**src/rtl/core/msc_pkg.sv**
```systemverilog
`timescale 1ns / 1ps
// Shared types, constants and helpers of the memory snapshot compare filter.
// No dependencies; every other file of the block but msc_ram refers to this package.
package msc_pkg;

    localparam int MEM_DEPTH   = 131072;
    localparam int BYTE_W      = 8;
    localparam int OFF_W       = 17;
    localparam int WIN_W       = 32;
    localparam int LEN_W       = 18;
    localparam int CMD_W       = 2;
    localparam int MODE_W      = 3;
    localparam int DW_W        = 2;
    localparam int CFG_IDX_W   = 3;
    localparam int CFG_DATA_W  = 32;
    localparam int NBANK       = WIN_W / BYTE_W;
    localparam int BANK_SEL_W  = $clog2(NBANK);
    localparam int BANK_DEPTH  = MEM_DEPTH / NBANK;
    localparam int BANK_AW     = $clog2(BANK_DEPTH);
    localparam int CAND_ROW_W  = 32;
    localparam int CAND_SH     = $clog2(CAND_ROW_W);
    localparam int CAND_ROWS   = MEM_DEPTH / CAND_ROW_W;
    localparam int CAND_AW     = $clog2(CAND_ROWS);
    localparam int QDEPTH      = 4;
    localparam int Q_AW        = $clog2(QDEPTH);
    localparam int Q_CW        = $clog2(QDEPTH + 1);
    localparam int OF_DEPTH    = 4;
    localparam int OF_AW       = $clog2(OF_DEPTH);
    localparam int OF_CW       = $clog2(OF_DEPTH + 1);
    localparam int DEPTH_LEN_W = $clog2(MEM_DEPTH + 1);
    localparam int CMP_W       = (DEPTH_LEN_W > LEN_W) ? DEPTH_LEN_W : LEN_W;
    localparam int VAL_W       = WIN_W + 1;

    localparam logic [DW_W-1:0] DW_FULL = DW_W'(NBANK - 1);

    typedef enum logic [CMD_W-1:0] {
        CMD_LOAD    = 2'd0,
        CMD_COMPARE = 2'd1,
        CMD_QUERY   = 2'd2
    } t_cmd;

    typedef enum logic [MODE_W-1:0] {
        MODE_LT = 3'd0,
        MODE_GT = 3'd1,
        MODE_LE = 3'd2,
        MODE_GE = 3'd3,
        MODE_EQ = 3'd4,
        MODE_NE = 3'd5
    } t_mode;

    typedef enum logic [CFG_IDX_W-1:0] {
        REG_COMPARE_MODE     = 3'd0,
        REG_DATA_WIDTH       = 3'd1,
        REG_SIGNED_COMPARE   = 3'd2,
        REG_REFRESH_SNAPSHOT = 3'd3,
        REG_AGAINST_CONSTANT = 3'd4,
        REG_COMPARE_VALUE    = 3'd5,
        REG_REGION_LENGTH    = 3'd6
    } t_reg_idx;

    typedef enum logic [1:0] {
        KIND_NONE  = 2'd0,
        KIND_LOAD  = 2'd1,
        KIND_CMP   = 2'd2,
        KIND_QUERY = 2'd3
    } t_kind;

    typedef struct packed {
        logic [MODE_W-1:0] compare_mode;
        logic [DW_W-1:0]   data_width;
        logic              signed_compare;
        logic              refresh_snapshot;
        logic              against_constant;
        logic [WIN_W-1:0]  compare_value;
        logic [LEN_W-1:0]  region_length;
    } t_cfg;

    localparam t_cfg CFG_RESET = '{
        compare_mode:     MODE_EQ,
        data_width:       '0,
        signed_compare:   1'b0,
        refresh_snapshot: 1'b0,
        against_constant: 1'b0,
        compare_value:    '0,
        region_length:    LEN_W'(MEM_DEPTH)
    };

    typedef struct packed {
        t_kind             kind;
        logic [OFF_W-1:0]  offset;
        logic [WIN_W-1:0]  cur_window;
    } t_item;

    typedef struct packed {
        logic [OFF_W-1:0]  out_offset;
        logic              still_candidate;
        logic [BYTE_W-1:0] current_byte;
    } t_result;

    typedef struct packed {
        logic [Q_CW-1:0] q_count;
    } t_front_stat;

    typedef struct packed {
        logic             clr_busy;
        logic [OF_CW-1:0] out_count;
    } t_back_stat;

    // Extend the low (dw + 1) bytes of v to a signed value one bit wider than the word.
    function automatic logic signed [VAL_W-1:0] ext(input logic [WIN_W-1:0] v,
                                                     input logic [DW_W-1:0] dw,
                                                     input logic sg);
        logic             s;
        logic [VAL_W-1:0] r;
        unique case (dw)
            2'd0: begin
                s = sg & v[7];
                r = {{25{s}}, v[7:0]};
            end
            2'd1: begin
                s = sg & v[15];
                r = {{17{s}}, v[15:0]};
            end
            2'd2: begin
                s = sg & v[23];
                r = {{9{s}}, v[23:0]};
            end
            2'd3: begin
                s = sg & v[31];
                r = {s, v};
            end
        endcase
        return $signed(r);
    endfunction

endpackage

```
**src/rtl/core/msc_if.sv**
```systemverilog
`timescale 1ns / 1ps
// Valid/ready channel interfaces: input words, result words and register writes.
// Depends on msc_pkg for field widths.
interface msc_in_if;
    logic                            valid;
    logic                            ready;
    logic [msc_pkg::CMD_W-1:0]       cmd;
    logic [msc_pkg::OFF_W-1:0]       offset;
    logic [msc_pkg::WIN_W-1:0]       cur_window;

    modport source (output valid, cmd, offset, cur_window, input ready);
    modport sink   (input valid, cmd, offset, cur_window, output ready);
endinterface


```
**src/rtl/core/msc_front.sv**
```systemverilog
`timescale 1ns / 1ps
// Front end: accepts input words, classifies them against the region bound
// and queues them for the back end. Depends on msc_pkg and msc_if.
module msc_front (
    input  logic                  i_clk,
    input  logic                  i_rst_n,
    msc_in_if.sink                i_item,
    input  msc_pkg::t_cfg         i_cfg,
    input  logic                  i_clr_busy,
    input  logic                  i_pop,
    output logic                  o_q_valid,
    output msc_pkg::t_item        o_q_head,
    output msc_pkg::t_front_stat  o_stat
);

    msc_pkg::t_item                r_q [msc_pkg::QDEPTH];
    logic [msc_pkg::Q_AW-1:0]      r_wp, n_wp;
    logic [msc_pkg::Q_AW-1:0]      r_rp, n_rp;
    logic [msc_pkg::Q_CW-1:0]      r_cnt, n_cnt;

    logic [msc_pkg::CMP_W-1:0]     w_len;
    logic [msc_pkg::CMP_W-1:0]     w_off;
    logic [msc_pkg::CMP_W-1:0]     w_end;
    logic                          w_in_region;
    logic                          w_win_ok;
    logic                          w_push;
    msc_pkg::t_item                w_item;

    always_comb begin
        w_len = (msc_pkg::CMP_W'(i_cfg.region_length) > msc_pkg::CMP_W'(msc_pkg::MEM_DEPTH))
              ? msc_pkg::CMP_W'(msc_pkg::MEM_DEPTH)
              : msc_pkg::CMP_W'(i_cfg.region_length);
        w_off       = msc_pkg::CMP_W'(i_item.offset);
        w_end       = w_off + msc_pkg::CMP_W'(i_cfg.data_width);
        w_in_region = w_off < w_len;
        w_win_ok    = w_end < w_len;

        w_item.offset     = i_item.offset;
        w_item.cur_window = i_item.cur_window;
        if (!w_in_region) begin
            w_item.kind = msc_pkg::KIND_NONE;
        end else begin
            unique case (msc_pkg::t_cmd'(i_item.cmd))
                msc_pkg::CMD_LOAD:    w_item.kind = msc_pkg::KIND_LOAD;
                msc_pkg::CMD_COMPARE: w_item.kind = w_win_ok ? msc_pkg::KIND_CMP
                                                             : msc_pkg::KIND_QUERY;
                msc_pkg::CMD_QUERY:   w_item.kind = msc_pkg::KIND_QUERY;
                default:              w_item.kind = msc_pkg::KIND_QUERY;
            endcase
        end
    end

    assign i_item.ready = (r_cnt != msc_pkg::Q_CW'(msc_pkg::QDEPTH)) && !i_clr_busy;
    assign w_push       = i_item.valid && i_item.ready;

    always_comb begin
        n_wp  = w_push ? r_wp + msc_pkg::Q_AW'(1) : r_wp;
        n_rp  = i_pop ? r_rp + msc_pkg::Q_AW'(1) : r_rp;
        n_cnt = r_cnt + msc_pkg::Q_CW'(w_push) - msc_pkg::Q_CW'(i_pop);
    end

    always_ff @(posedge i_clk) begin
        if (!i_rst_n) begin
            r_wp  <= '0;
            r_rp  <= '0;
            r_cnt <= '0;
        end else begin
            r_wp  <= n_wp;
            r_rp  <= n_rp;
            r_cnt <= n_cnt;
        end
    end

    always_ff @(posedge i_clk) begin
        if (w_push) begin
            r_q[r_wp] <= w_item;
        end
    end

    assign o_q_valid      = r_cnt != '0;
    assign o_q_head       = r_q[r_rp];
    assign o_stat.q_count = r_cnt;

endmodule

```
**src/flat_wrapper.sv**
```systemverilog
// flat-port wrapper written by rule: the top's interface ports become plain ports
module msc_front_flat 
  (i_clk, i_rst_n, i_cfg, i_clr_busy, i_pop, o_q_valid, o_q_head, o_stat, i_item_valid, i_item_cmd, i_item_offset, i_item_cur_window, i_item_ready);
  msc_in_if i_item_i ();
  input  logic i_clk;
  input  logic i_rst_n;
  input  msc_pkg::t_cfg i_cfg;
  input  logic i_clr_busy;
  input  logic i_pop;
  output logic o_q_valid;
  output msc_pkg::t_item o_q_head;
  output msc_pkg::t_front_stat o_stat;
  input wire logic [$bits(i_item_i.valid)-1:0] i_item_valid;
  input wire logic [$bits(i_item_i.cmd)-1:0] i_item_cmd;
  input wire logic [$bits(i_item_i.offset)-1:0] i_item_offset;
  input wire logic [$bits(i_item_i.cur_window)-1:0] i_item_cur_window;
  output wire logic [$bits(i_item_i.ready)-1:0] i_item_ready;
  assign i_item_i.valid = i_item_valid;
  assign i_item_i.cmd = i_item_cmd;
  assign i_item_i.offset = i_item_offset;
  assign i_item_i.cur_window = i_item_cur_window;
  assign i_item_ready = i_item_i.ready;
  msc_front u_core (.i_clk(i_clk), .i_rst_n(i_rst_n), .i_item(i_item_i), .i_cfg(i_cfg), .i_clr_busy(i_clr_busy), .i_pop(i_pop), .o_q_valid(o_q_valid), .o_q_head(o_q_head), .o_stat(o_stat));
endmodule
```
**config.mk**
```make
export PLATFORM = sky130hd
export DESIGN_NAME = msc_front_flat
export DESIGN_NICKNAME = d
export VERILOG_FILES = /design/src/rtl/core/msc_pkg.sv /design/src/rtl/core/msc_if.sv /design/src/rtl/core/msc_front.sv /design/src/flat_wrapper.sv
export SDC_FILE = /design/constraint.sdc
export NUM_CORES = 1
export LEC_CHECK = 0
export BUFFER_PORTS_ARGS = -buffer_cell sky130_fd_sc_hd__buf_4
export CAP_MARGIN = 40
export CORE_MARGIN = 1.5
export CORE_UTILIZATION = 55
export DETAILED_ROUTE_END_ITERATION = 8
export PLACE_DENSITY = 0.87
export SLEW_MARGIN = 20
export SYNTH_ARGS = -nofsm -noshare
export SYNTH_HDL_FRONTEND = slang
export SYNTH_SLANG_ARGS = --single-unit
```
**constraint.sdc**
```tcl
create_clock -name i_clk -period 3.5 [get_ports i_clk]
set_input_delay 0.35 -clock i_clk [delete_from_list [all_inputs] [get_ports i_clk]]
set_output_delay 0.35 -clock i_clk [all_outputs]
set_load 0.05 [all_outputs]
```
* Word-level counts from Yosys, hierarchy flattened
Memories as Yosys holds them, arrays and structs flattened. A register that Yosys moved wholly into a read port is not among the register bits.
Index checks and enable logic that the tools add are counted.
** Operators by class
- Add/sub/neg operators :: 5
- $lt $le $gt $ge :: 3
- Equality and inequality tests :: 2
- Multiplexer cells :: 8
- Reductions and logical operators :: 5
** Operators by type and width (number)
- adder 17 x 2 -> 18 bit :: 1
- > comparator 18 bit (second input constant) :: 1
- < comparator 17 x 18 -> 1 bit :: 1
- < comparator 18 bit :: 1
- two-way mux 18 bit :: 1
- two-way mux 2 bit :: 3
- adder 2 x 1 -> 2 bit (second input constant) :: 2
- case mux 2 bit (2 select lines) :: 1
- adder 3 x 1 -> 3 bit :: 1
- two-way mux 1 bit :: 3
- inequality test 3 bit (second input constant) :: 1
- nonzero test 3 bit :: 1
- subtractor 3 x 1 -> 3 bit :: 1
- equality test 2 x 1 -> 1 bit (second input constant) :: 1
- logical AND 1 bit :: 2
- zero test 2 bit :: 1
- zero test 1 bit :: 1
** Storage, ports and cells
- Bits in registers :: 7
- RAM bits :: 204
- Bits of input ports :: 114
- Output and inout port bits :: 56
- Word-level logic and storage cells :: 27
- Memories kept :: 1
** Memory list
- u_core.r_q :: words 4, bits a word 51, read ports 1, clocked after memory_dff 1, wr ports 1, line msc_front.sv:16 : msc_pkg::t_item r_q [msc_pkg::QDEPTH];

* Depth between registers and ports, before layout
- Word-level depth :: 6
- Depth in mapped cells :: 12
- Depth with buffers taken out :: 12

* Least setup slack after synthesis
Ideal clock, no wire load.
- Path type :: register to register
- Start :: reg u_core.r_cnt (netlist bit u_core.o_stat[1])
- End :: mem u_core.r_q[1][0] (netlist bit), enable pin
- Setup time :: 414 ps
- Arrival :: 3110 ps
- Data required time :: 3086 ps
- Setup slack :: -24 ps
- Stages on the path, launching flop included :: 4
- Path buffers :: 0
- Period minus slack after synthesis :: 3524 ps
- Cell sequence :: dfxtp_1 -> nor2_1 -> a21oi_1 -> and3_1
** On the way
- Longest elaborated chain between the ends :: 5
** RTL lines
- from (decl) :: line msc_front.sv:19 : logic [msc_pkg::Q_CW-1:0] r_cnt, n_cnt;
- from (signal assigned) :: line msc_front.sv:70 : r_cnt <= n_cnt;
- inequality test 3 bit :: line msc_front.sv:53 : assign i_item.ready = (r_cnt != msc_pkg::Q_CW'(msc_pkg::QDEPTH)) && !i_clr_busy;
- logical AND 1 bit :: line msc_front.sv:53
- named net i_item_ready :: line flat_wrapper.sv:17 : output wire logic [$bits(i_item_i.ready)-1:0] i_item_ready;
- logical AND 1 bit :: line msc_front.sv:54 : assign w_push = i_item.valid && i_item.ready;
- two-way mux 1 bit :: line msc_front.sv:75 : if (w_push) begin
- two-way mux 1 bit (implied by the code) :: line msc_front.sv:76 : r_q[r_wp] <= w_item;
- to (decl) :: line msc_front.sv:16
The timed path passes the listed nets, and every way through them passes these cells.

==> impl_results.md <==
- Run status: complete, no violations
- Number of pins with negative max-slew slack in the final report: 0
- Count of TritonRoute iterations in the first routing pass: 4
- Worst ir drop on vdd: 0.292 mV
- Post-CTS Setup Inserts: 0
- Setup TNS after final layout: 0 ns
- Type of destination of the critical path: flop
- Clock-pin slew on the worst setup and hold paths: 0.06 ns
- Setup repair after global routing missed its margin: no
- Number of antenna violations at the first check in global routing: 1
- Syn Nets: 624
- Worst setup slack for register-to-register paths: 1.11 ns
- Share of the synthesized area in the top cell type: 0.686
- DIE AREA: 17,000 sq um
- Critical Path Start Type: input port
- Final estimated routing congestion in global placement: 0.832
- Final Net Count: 772
- Type of the setup path with the least slack: input port to flop
- Critical register-to-register path endpoint: u_core.o_stat[2]
- Cell type with the largest total area after synthesis: edfxtp_1
- Routed via count divided by cell count: 5.63
- DR iter-0 viols: 253
- DRC viols: 0
- Final instance area: 10,900 sq um
- GRT Overall Usage: 0.207
- Number of buffers inserted during clock tree synthesis: 20
- DP Area: 10,300 sq um
- Longest Clk Path Bufs: 3
- Hold-fix buffers at CTS: 0
- Half-perimeter wire length of the detailed placement result: 11,300 microns
- Latest clock arrival within the worst-skew pair: 0.48 ns
- Number of library cell types mapped by synthesis: 40
- Area contributors post-synth: edfxtp_1 (69%), mux4_2 (13%), ha_1 (5.7%), dfxtp_1 (2.0%), nand2_1 (1.3%)
- Worst reg2reg path depth: 9
- Root buffer selected by CTS: clkbuf_16
- Final Critical Period: 2.78 ns
- Startpoint of the lowest-slack register-to-register path: u_core.o_stat[1]
- Worst Hold Path EP: u_core.r_q[2][2]
- Overall via count from detail_route: 4,746
- TritonCTS sink count: 213
- Area Overhead vs Synth: 21.6%
- Required @ worst endpoint: 3.78 ns
- Global-route wire length before repair: 26,400 microns
- Number of hold-slack violations in the final timing report: 0
- Clock tree from TritonCTS: built
- Startpoint of the most critical hold path: i_item_cur_window[2]
- Synthesized instance count: 467
- Port-buffer cells: 131
- Total gr overflow: 0
- Hold path depth: 1
- Share of the clock period used by the worst path: 0.795
- Chip Width: 130 microns
- Count of warnings emitted by yosys: 0
- Mean instance size in the synthesized netlist: 19.1 sq um
- Portion of the post-synthesis area used by sequential elements: 0.706
- WL/cell: 20.5 microns
- Hold Worst Slack: 0.0689 ns
- Height of the die: 130 microns
- Vias in the first global route: 5,085
- Highest fanout seen on the critical path: 6
- Final antenna diode count: 0
- Starting utilization of the core area: 0.562
- Hold WC Path Type: input port to flop
- Number of levels the H-tree was split into: 1
- Total of endpoints with negative setup slack in the final report: 0
- Number of ports placed on the die boundary: 170
- Row cnt: 46
- Max cap viols: 0
- Area of the core: 15,900 sq um
- Data arrival, critical path: 3.06 ns
- Share of final-layout standard cells stronger than drive strength 1: 0.359
- Worst-margin pin slew: 0.731 ns
- Maximum clock skew at final layout: 0.0235 ns
- Post-cts gate resize count: 0
- P_leak: 3.85 nW
- Synthesized area: 8930 sq um
- FMAX: 360 MHz
- Total wire length: 17,300 microns
- Maximum number of pins on one net before global-route repair: 33
- Slew margin rel.: 0.513
- Remaining number of nets flagged by the antenna check after routing: 0
- Total of flip-flops plus latches after synthesis: 213
- Total power per unit cell area: 562 nW/um^2
worst max-delay path, stage by stage:
cell and delay, ns:
buf_4 0.11, ha_1 0.16, inv_1 0.06, fa_1 0.44
nor3b_1 0.36, and3_1 0.28, nand4_1 0.14, xnor2_1 0.15
ha_1 0.33, nand4_1 0.11, nor3_1 0.20, o31ai_1 0.09
a31oi_1 0.29
synth_stat cells:
| master | count |
|---|---|
| fa_1 | 2 |
| mux2i_1 | 1 |
| nor2b_1 | 3 |
| and3_1 | 7 |
| edfxtp_1 | 204 |
| or4b_1 | 1 |
| dfxtp_1 | 9 |
| mux4_2 | 51 |
| o21ai_0 | 4 |
| clkbuf_1 | 8 |
| and4_1 | 4 |
| o2111a_1 | 1 |
| inv_1 | 9 |
| a21oi_1 | 12 |
| a211oi_1 | 1 |
| a221o_1 | 1 |
| nand4_1 | 7 |
| o221ai_1 | 1 |
| nand3_1 | 3 |
| nand2_1 | 31 |
| buf_2 | 5 |
| nand2b_1 | 2 |
| a31oi_1 | 1 |
| nor4_1 | 3 |
| o31ai_1 | 1 |
| xor2_1 | 7 |
| clkinv_1 | 1 |
| ha_1 | 41 |
| nor4b_1 | 1 |
| or3_1 | 1 |
| a21o_1 | 3 |
| and2_1 | 6 |
| nor3_1 | 2 |
| o41ai_2 | 1 |
| xnor2_1 | 13 |
| nor3b_1 | 3 |
| a211oi_2 | 1 |
| nor2_1 | 12 |
| o31a_1 | 1 |
| and2_0 | 2 |
power breakdown:
group,switching (W),total [W],internal [W]
Sequential,0.0000684,0.00298,0.00291
Combinational,0.000728,0.00117,0.000438
Clock,0.000826,0.00196,0.00114
metrics by stage:
step           total power, W  worst slack (ns)   util  instances
2_1_floorplan         0.00380             0.299      -        467
3_3_place_gp          0.00416             0.317  0.646        809
3_5_place_dp          0.00421             0.232  0.646        809
4_1_cts               0.00616             0.725  0.684        843
5_1_grt               0.00632             0.381  0.684        843
6_report              0.00611             0.719  0.684        843
cell type report:
cell class                      instances  area [sq um]
Clock buffer                           29           576
Inverter                               10          37.5
Sequential cell                       213          6310
Timing Repair Buffer                  139          1110
Multi-Input combinational cell        231          2540
Tap cell                              216           270
Clock inverter                          5          26.3
Fill cell                            1030          5020
kinds of logic after synthesis:
family	Yosys count	share of synthesized area
AO/OA/AOI/OAI	28	0.0214
adder cells (fa/ha/maj)	43	0.0619
multiplexers	52	0.130
XOR/XNOR	20	0.0196
buffers and inverters	23	0.0104
AND/OR/NAND/NOR	88	0.0511
flip-flops	213	0.706
cells in the final DEF, fill, tap and decap left out, types with 2 or more instances in the layout:
| cell | Yosys | layout |
|---|---|---|
| nor3b_1 | 3 | 3 |
| nor3_1 | 2 | 2 |
| inv_1 | 9 | 9 |
| and4_1 | 4 | 4 |
| clkbuf_16 | 0 | 21 |
| fa_1 | 2 | 2 |
| mux4_2 | 51 | 51 |
| nor2b_1 | 3 | 3 |
| clkbuf_8 | 0 | 2 |
| and2_1 | 6 | 6 |
| clkinv_1 | 1 | 2 |
| nand3_1 | 3 | 3 |
| ha_1 | 41 | 41 |
| buf_12 | 0 | 5 |
| buf_4 | 0 | 134 |
| a21oi_1 | 12 | 12 |
| nand2b_1 | 2 | 2 |
| nand2_1 | 31 | 31 |
| nand4_1 | 7 | 7 |
| o21ai_0 | 4 | 4 |
| xor2_1 | 7 | 7 |
| and3_1 | 7 | 3 |
| xnor2_1 | 13 | 13 |
| and2_0 | 2 | 2 |
| clkbuf_1 | 8 | 6 |
| nor4_1 | 3 | 3 |
| edfxtp_1 | 204 | 204 |
| and3_2 | 0 | 4 |
| clkinv_2 | 0 | 3 |
| a21o_1 | 3 | 3 |
| dfxtp_1 | 9 | 7 |
| nor2_1 | 12 | 12 |
flip-flops by register name (all words and copies together), names as in the netlist, named ones only:
name	flops
u_core.r_wp	2
u_core.r_q	204
u_core.r_rp	2
u_core.o_stat	3
per-layer routing:
metal / up-vias / share of wire / GRT usage
li1: 2186 / - / -
met1: 2388 / 0.40 / 0.255
met2: 150 / 0.52 / 0.373
met3: 20 / 0.068 / 0.0505
met4: 2 / 0.012 / 0.0446
met5: - / 0.00098 / 0
how the worst max path moves through the flow:
stage | depth (start not counted) | slack, ns | to | startpoint
after floorplan | 10 | 0.30 | u_core.o_stat[2] | u_core.o_stat[1]
after detailed placement | 13 | 0.23 | u_core.r_q[0][49] | i_item_offset[0]
final | 13 | 0.72 | u_core.r_q[0][49] | i_item_offset[0]
after CTS | 13 | 0.73 | u_core.r_q[0][49] | i_item_offset[0]
after global routing | 13 | 0.38 | u_core.r_q[0][49] | i_item_offset[0]
after global placement | 13 | 0.32 | u_core.r_q[0][49] | i_item_offset[0]
No activity file was read; power rests on OpenSTA's default activity.
